--- config.mk ---
export PLATFORM = sky130hd
export DESIGN_NAME = glcd_store
export DESIGN_NICKNAME = d
export VERILOG_FILES = /design/src/rtl/glcd_pkg.sv /design/src/rtl/glcd_store.sv
export SDC_FILE = /design/constraint.sdc
export NUM_CORES = 2
export LEC_CHECK = 0
export BUFFER_PORTS_ARGS = -buffer_cell sky130_fd_sc_hd__clkbuf_2
export CORE_AREA = 2 2 551 553
export CTS_CLUSTER_SIZE = 20
export DETAILED_ROUTE_END_ITERATION = 16
export DIE_AREA = 0 0 553 555
export PLACE_DENSITY_LB_ADDON = 0.25
export SYNTH_ARGS = -nofsm -noshare
export SYNTH_HDL_FRONTEND = slang
export SYNTH_SLANG_ARGS = --single-unit
--- constraint.sdc ---
create_clock -name aclk -period 63.3 [get_ports aclk]
set_clock_uncertainty 0.2 [all_clocks]
set_input_delay 6.33 -clock aclk [delete_from_list [all_inputs] [get_ports aclk]]
set_output_delay 6.33 -clock aclk [all_outputs]
set_load 0.005 [all_outputs]
--- src/rtl/glcd_pkg.sv ---
`timescale 1ns / 1ps

package glcd_pkg;

    // Port write kinds
    localparam logic [1:0] FUNC_PIXEL  = 2'd0;
    localparam logic [1:0] FUNC_COLUMN = 2'd1;
    localparam logic [1:0] FUNC_ROW    = 2'd2;
    localparam logic [1:0] FUNC_MODE   = 2'd3;

    // Mode byte fields
    localparam int         HOME_BIT       = 7;
    localparam logic [4:0] MODE_SCROLL_UP = 5'd5;
    localparam logic [4:0] MODE_SCROLL_DN = 5'd6;
    localparam logic [4:0] MODE_INVERT    = 5'd8;
    localparam logic [4:0] MODE_CLEAR     = 5'd16;

    localparam int CELL_COL_W = 3;

    typedef enum logic [3:0] {
        ST_IDLE  = 4'b0001,
        ST_EXEC  = 4'b0010,
        ST_SWEEP = 4'b0100,
        ST_FLUSH = 4'b1000
    } state_t;

    typedef enum logic [1:0] {
        SW_UP   = 2'd0,
        SW_DOWN = 2'd1,
        SW_INV  = 2'd2,
        SW_CLR  = 2'd3
    } sweep_op_t;

    // Low four codes match the combine mode register
    typedef enum logic [2:0] {
        ALU_SET  = 3'd0,
        ALU_XOR  = 3'd1,
        ALU_OR   = 3'd2,
        ALU_AND  = 3'd3,
        ALU_PASS = 3'd4
    } alu_op_t;

    typedef struct packed {
        logic       en;
        alu_op_t    op;
        logic [7:0] operand;
    } wr_req_t;

    function automatic logic [7:0] glcd_combine(alu_op_t op, logic [7:0] old_byte,
                                                logic [7:0] operand);
        logic [7:0] res;
        unique case (op)
            ALU_SET:  res = operand;
            ALU_XOR:  res = old_byte ^ operand;
            ALU_OR:   res = old_byte | operand;
            ALU_AND:  res = old_byte & operand;
            ALU_PASS: res = old_byte;
            default:  res = old_byte;
        endcase
        return res;
    endfunction

endpackage

--- src/rtl/glcd_store.sv ---
`timescale 1ns / 1ps

module glcd_store #(
    parameter int DEPTH = 480,
    parameter int AW    = 9
) (
    input  logic              aclk,
    input  logic [AW-1:0]     rd_addr,
    input  glcd_pkg::wr_req_t wr_req,
    input  logic [AW-1:0]     wr_addr,
    output logic [7:0]        wr_data
);
    import glcd_pkg::*;

    logic [7:0] mem [DEPTH];
    logic [7:0] rd_data_reg;

    // Combine the registered read word with the operand
    assign wr_data = glcd_combine(wr_req.op, rd_data_reg, wr_req.operand);

    always_ff @(posedge aclk) begin
        if (wr_req.en) begin
            mem[wr_addr] <= wr_data;
        end
        rd_data_reg <= mem[rd_addr];
    end

endmodule

== Word-level counts from Yosys, hierarchy flattened ==
Memory sizes are Yosys's and may differ from the RTL's. A register that Yosys moved wholly into a read port is not among the register bits.
Index checks and enable logic that the tools add are counted.

* Flip-flop bits (word level): 0
* Bits in writable memories: 3840
* Input bits: 31
* Word-level logic and storage cells: 11
* Memories: 1

{| class="wikitable"
|+ Memories
! name !! depth !! width !! read ports !! clocked after Yosys merged registers in !! write ports !! line !! source
|-
| mem || 480 || 8 || 1 || 1 || 1 || glcd_store.sv:15 || <nowiki>logic [7:0] mem [DEPTH];</nowiki>
|}

* Equal/unequal tests: 3
* Muxes and demuxes: 3
* Bitwise logic cells: 3
* Reductions and logical operators: 1

{| class="wikitable"
|+ Operators by type and width
! cell !! count
|-
| $pmux 8 s4 || 1
|-
| $and 8x8->8 || 1
|-
| $or 8x8->8 || 1
|-
| $xor 8x8->8 || 1
|-
| $eq 3x2->1 const B || 2
|-
| $eq 3x1->1 const B || 1
|-
| $logic_not 3->1 || 1
|-
| $mux 1 || 2
|}

== Longest topological paths before layout ==
* Word-level depth: 2
* Mapped depth: 14
* Gate-level depth less buffers: 7

== Least setup slack after synthesis ==
Ideal clock, no wire load.

* Kind: input -> output
* Start point: input port wr_req[8] (netlist bit)
* End point: output port wr_data[1]
* Arrival: 25.495 ns
* Required time: 56.770 ns
* Path slack: 31.275 ns
* Cell stages on the path: 5
* Buffers on the path: 1
* Path through: clkbuf_1 > nand2_1 > o211ai_1 > o21ai_0 > o21ai_0

* Word-level cells in the longest chain between the ends: 2
* Elaborated cells between the ends (all ways): 5
* Classes of those cells: eq/ne: 3; mux: 1; reduce/logical: 1

{| class="wikitable"
|+ Ends and longest elaborated chain
! what !! line !! source
|-
| from (decl) || glcd_store.sv:9 || <nowiki>input glcd_pkg::wr_req_t wr_req,</nowiki>
|-
| $eq 3x2->1 (tied with other cells) || glcd_pkg.sv:52 || <nowiki>unique case (op)</nowiki>
|-
| $pmux 8 s4 (*) || glcd_pkg.sv:52 ||
|-
| to (decl) || glcd_store.sv:11 || <nowiki>output logic [7:0] wr_data</nowiki>
|}

Mark *: on every way between the ends. The rest lies on a longest branch, timed or not.

== Worst setup path in the final report ==
* Start point: input port wr_req[7] (netlist bit)
* End point: output port wr_data[7]

* Word-level cells in the longest chain between the ends: 2
* Elaborated cells between the ends (all ways): 4
* Classes of those cells: mux: 1; bitwise: 3

{| class="wikitable"
|+ Ends and longest elaborated chain
! what !! line !! source
|-
| $and 8x8->8 (tied with other cells) || glcd_pkg.sv:56 || <nowiki>ALU_AND: res = old_byte & operand;</nowiki>
|-
| $pmux 8 s4 (*) || glcd_pkg.sv:52 ||
|}

Marked as above.

==> summary.txt <==
Run status
  – Run status: complete, no violations

GRT
  – Pin count of the biggest net entering global routing: about 220
  – Grt total ovfl: 0
  – Initial antenna violation count: 35
  – Gr usage total: 27.2%
  – Vias in the first global route: about 74000
  – First-pass GRT wire length: 586 mm

Synth
  – Unique masters post-synth: 71
  – Cell area after synthesis: 150000 um^2
  – Synth area leaders: edfxtp_1 77%, mux4_2 14%, mux2i_1 1.5%
  – Ys flop type: edfxtp_1
  – Cell count after synthesis: roughly 7000
  – Mean Syn Cell Area: 21.4 um^2
  – Register area share after synthesis: 77.0%
  – Top cell type's share of synthesized area: 76.9%
  – Fraction of registers with async set/reset: 0%
  – Post-synth EDFFs: 3840
  – Seq cells post-synth: 3848
  – Yosys warning count: 0
  – Largest area contributor in the netlist: edfxtp_1
  – Net Count, Synth: 7069

STA
  – Worst Max-Slew Pin Slew: 1440 ps
  – Highest clock rate: between 60 and 70 MHz
  – Min Clock Period, post-route: 14990 ps
  – Max-slew violations: 0
  – Fin crit share: 23.7%
  – Final setup fails: 0
  – RSZ-0062 raised after global routing: no
  – Setup TNS: 0 ps
  – Final Hold Vio Count: 0
  – Max-slew headroom: under 10%

CTS
  – CTS sink cnt: 3848
  – CTS Hold Bufs: 0
  – Clk Latency, worst-skew pair: 940 ps
  – Number of gates resized after cts: 0
  – # Post-CTS Setup Buffers: 0
  – H-tree depth: 5
  – Root buf cell: clkbuf_16
  – CTS buffer count: 384
  – CTS tree: yes
  – Max Buffers Root-to-Sink: 4
  – Clock transition at path regs: 60 ps

Min path
  – Hold crit path type: flop to flop
  – WHS Path Cells: 5

Setup path
  – Data required time of the worst path: about 57000 ps
  – Critical path data arrival time: 8460 ps
  – R2R cell count: 10
  – CP Launch Type: input port
  – Crit Path Class: input port to output pin
  – Worst-path maximum fanout: 65
  – CP endpoint kind: output pin

Place
  – DP HPWL: 257 mm
  – RD Place Congestion: 0.869
  – Buffers on Ports: 38
  – Cell area after placement: 155000 um^2

Route
  – Detailed Routing Iterations Pass 1: 6
  – Routed WL: 420 mm
  – Remaining DRCs: 0
  – Vias per Instance: between 6 and 7
  – Routed Antenna Nets: 0
  – First-iteration detailed-routing DRC count: 12000
  – WL/cell: 36.6 um
  – Vias: 76100

Floorplanning
  – Floorplan die width: around 550 um
  – Die Area: 307000 um^2
  – Row cnt: 202
  – Core area: approximately 300000 um^2
  – IO Count: 39
  – Initial Util: about half
  – Die height: roughly 560 um

Cells and area
  – Layout cell share with drive strength beyond 1: 23.6%
  – Layout overhead on the synthesized area: 11.2%
  – Largest register FFs: between 3000 and 4000
  – Final net count: 7237
  – Final Util: 55.3%
  – Final Instance Area: between 150000 and 200000 um^2
  – Fillers: 22300

Power
  – Leakage: 51.4 nW
  – Final Total Pwr: 5.56 mW
  – Pwr/cell area: 33.3 nW/um^2
  – IR drop worst, VDD: 23.6 uV

Flow run
  – Max cap viols: 0
## cell type report
| class | count | area [um^2] | area share, % |
|---|---|---|---|
| clock buffers | 470 | 10000 | 6.01 |
| clock inverters | 222 | 2130 | 1.28 |
| repair buffers | 219 | 1750 | 1.05 |
| well taps | 3978 | 4980 | 2.99 |
| inverters | 29 | 119 | 0.0713 |
| flip-flops and latches | 3848 | 115000 | 69.3 |
| multi-input cells | 2708 | 32200 | 19.3 |
| diodes | 11 | 27.5 | 0.0165 |
## stage by stage
stage | std cells | hold slack, ps | setup slack, ps
2_1_floorplan | 7022 | 569 | 31280
3_3_place_gp | 10800 | 750 | 48360
3_5_place_dp | 10800 | 761 | 48360
4_1_cts | 11500 | 780 | 48350
5_1_grt | 11500 | 846 | 48190
6_report | 11500 | 785 | 48310
## placed cells by master, fill, tap and decap left out, types with 36 or more instances in the layout
master / instances
mux4_2: 952
edfxtp_1: 3840
o21ai_0: 50
nor2_1: 536
nand4_1: 36
mux2i_1: 219
a211oi_1: 38
nand2_1: 181
clkbuf_16: 388
clkinv_1: 92
o22ai_1: 77
nand3_1: 59
nor3_1: 44
a21oi_1: 56
buf_4: 171
clkinv_2: 63
a22oi_1: 80
clkbuf_1: 81
## routing by layer
layer | share of wire (%) | wire length, um | vias up | track usage, %
li1 | - | - | 29700 | -
met1 | 38 | 159000 | 40800 | 38.8
met2 | 46 | 194000 | 4808 | 41.3
met3 | 12 | 50600 | 780 | 6.84
met4 | 3.9 | 16200 | 20 | 9.41
met5 | 0.031 | 129 | - | 0
## cell families after synthesis
| logic type | Yosys count | share of synthesized area (%) |
|---|---|---|
| buf+inv | 466 | 1.71 |
| compound gates | 483 | 2.27 |
| mux | 1197 | 16.0 |
| simple gates | 1012 | 2.94 |
| fa+ha+maj | 16 | 0.133 |
| flops | 3848 | 77.0 |
## critical path, cell delays in order
cell and delay (ps):
clkbuf_2 100, inv_1 50, ha_1 270, nand2_1 50, o21ai_0 100, o21ai_0 160
o21ai_4 150, buf_4 590, buf_4 340, clkbuf_2 140
## synth_stat cells (55+ instances only)
cell	count
edfxtp_1	3840
mux4_2	952
nor2_1	540
mux2i_1	219
nand2_1	194
clkbuf_1	185
buf_2	108
a22oi_1	80
o22ai_1	77
buf_4	64
nand3_1	63
a21oi_1	56
buf_6	55
## final timing paths
| path | startpoint | end | slack, ps |
|---|---|---|---|
| max | wr_req[7] | wr_data[7] | 48310 |
| min | mem[62][5] | rd_data_reg[5] | 780 |
| max reg2reg | rd_data_reg[7] | mem[450][7] | 58030 |
| min reg2reg | mem[62][5] | rd_data_reg[5] | 780 |
## report_power, final
group / switching (mW) / internal (mW)
logic: 0.304 / 0.0933
clock network: 0.965 / 1.27
registers: 0.00382 / 2.93
Note: power is estimated with default switching activity, not from simulation.
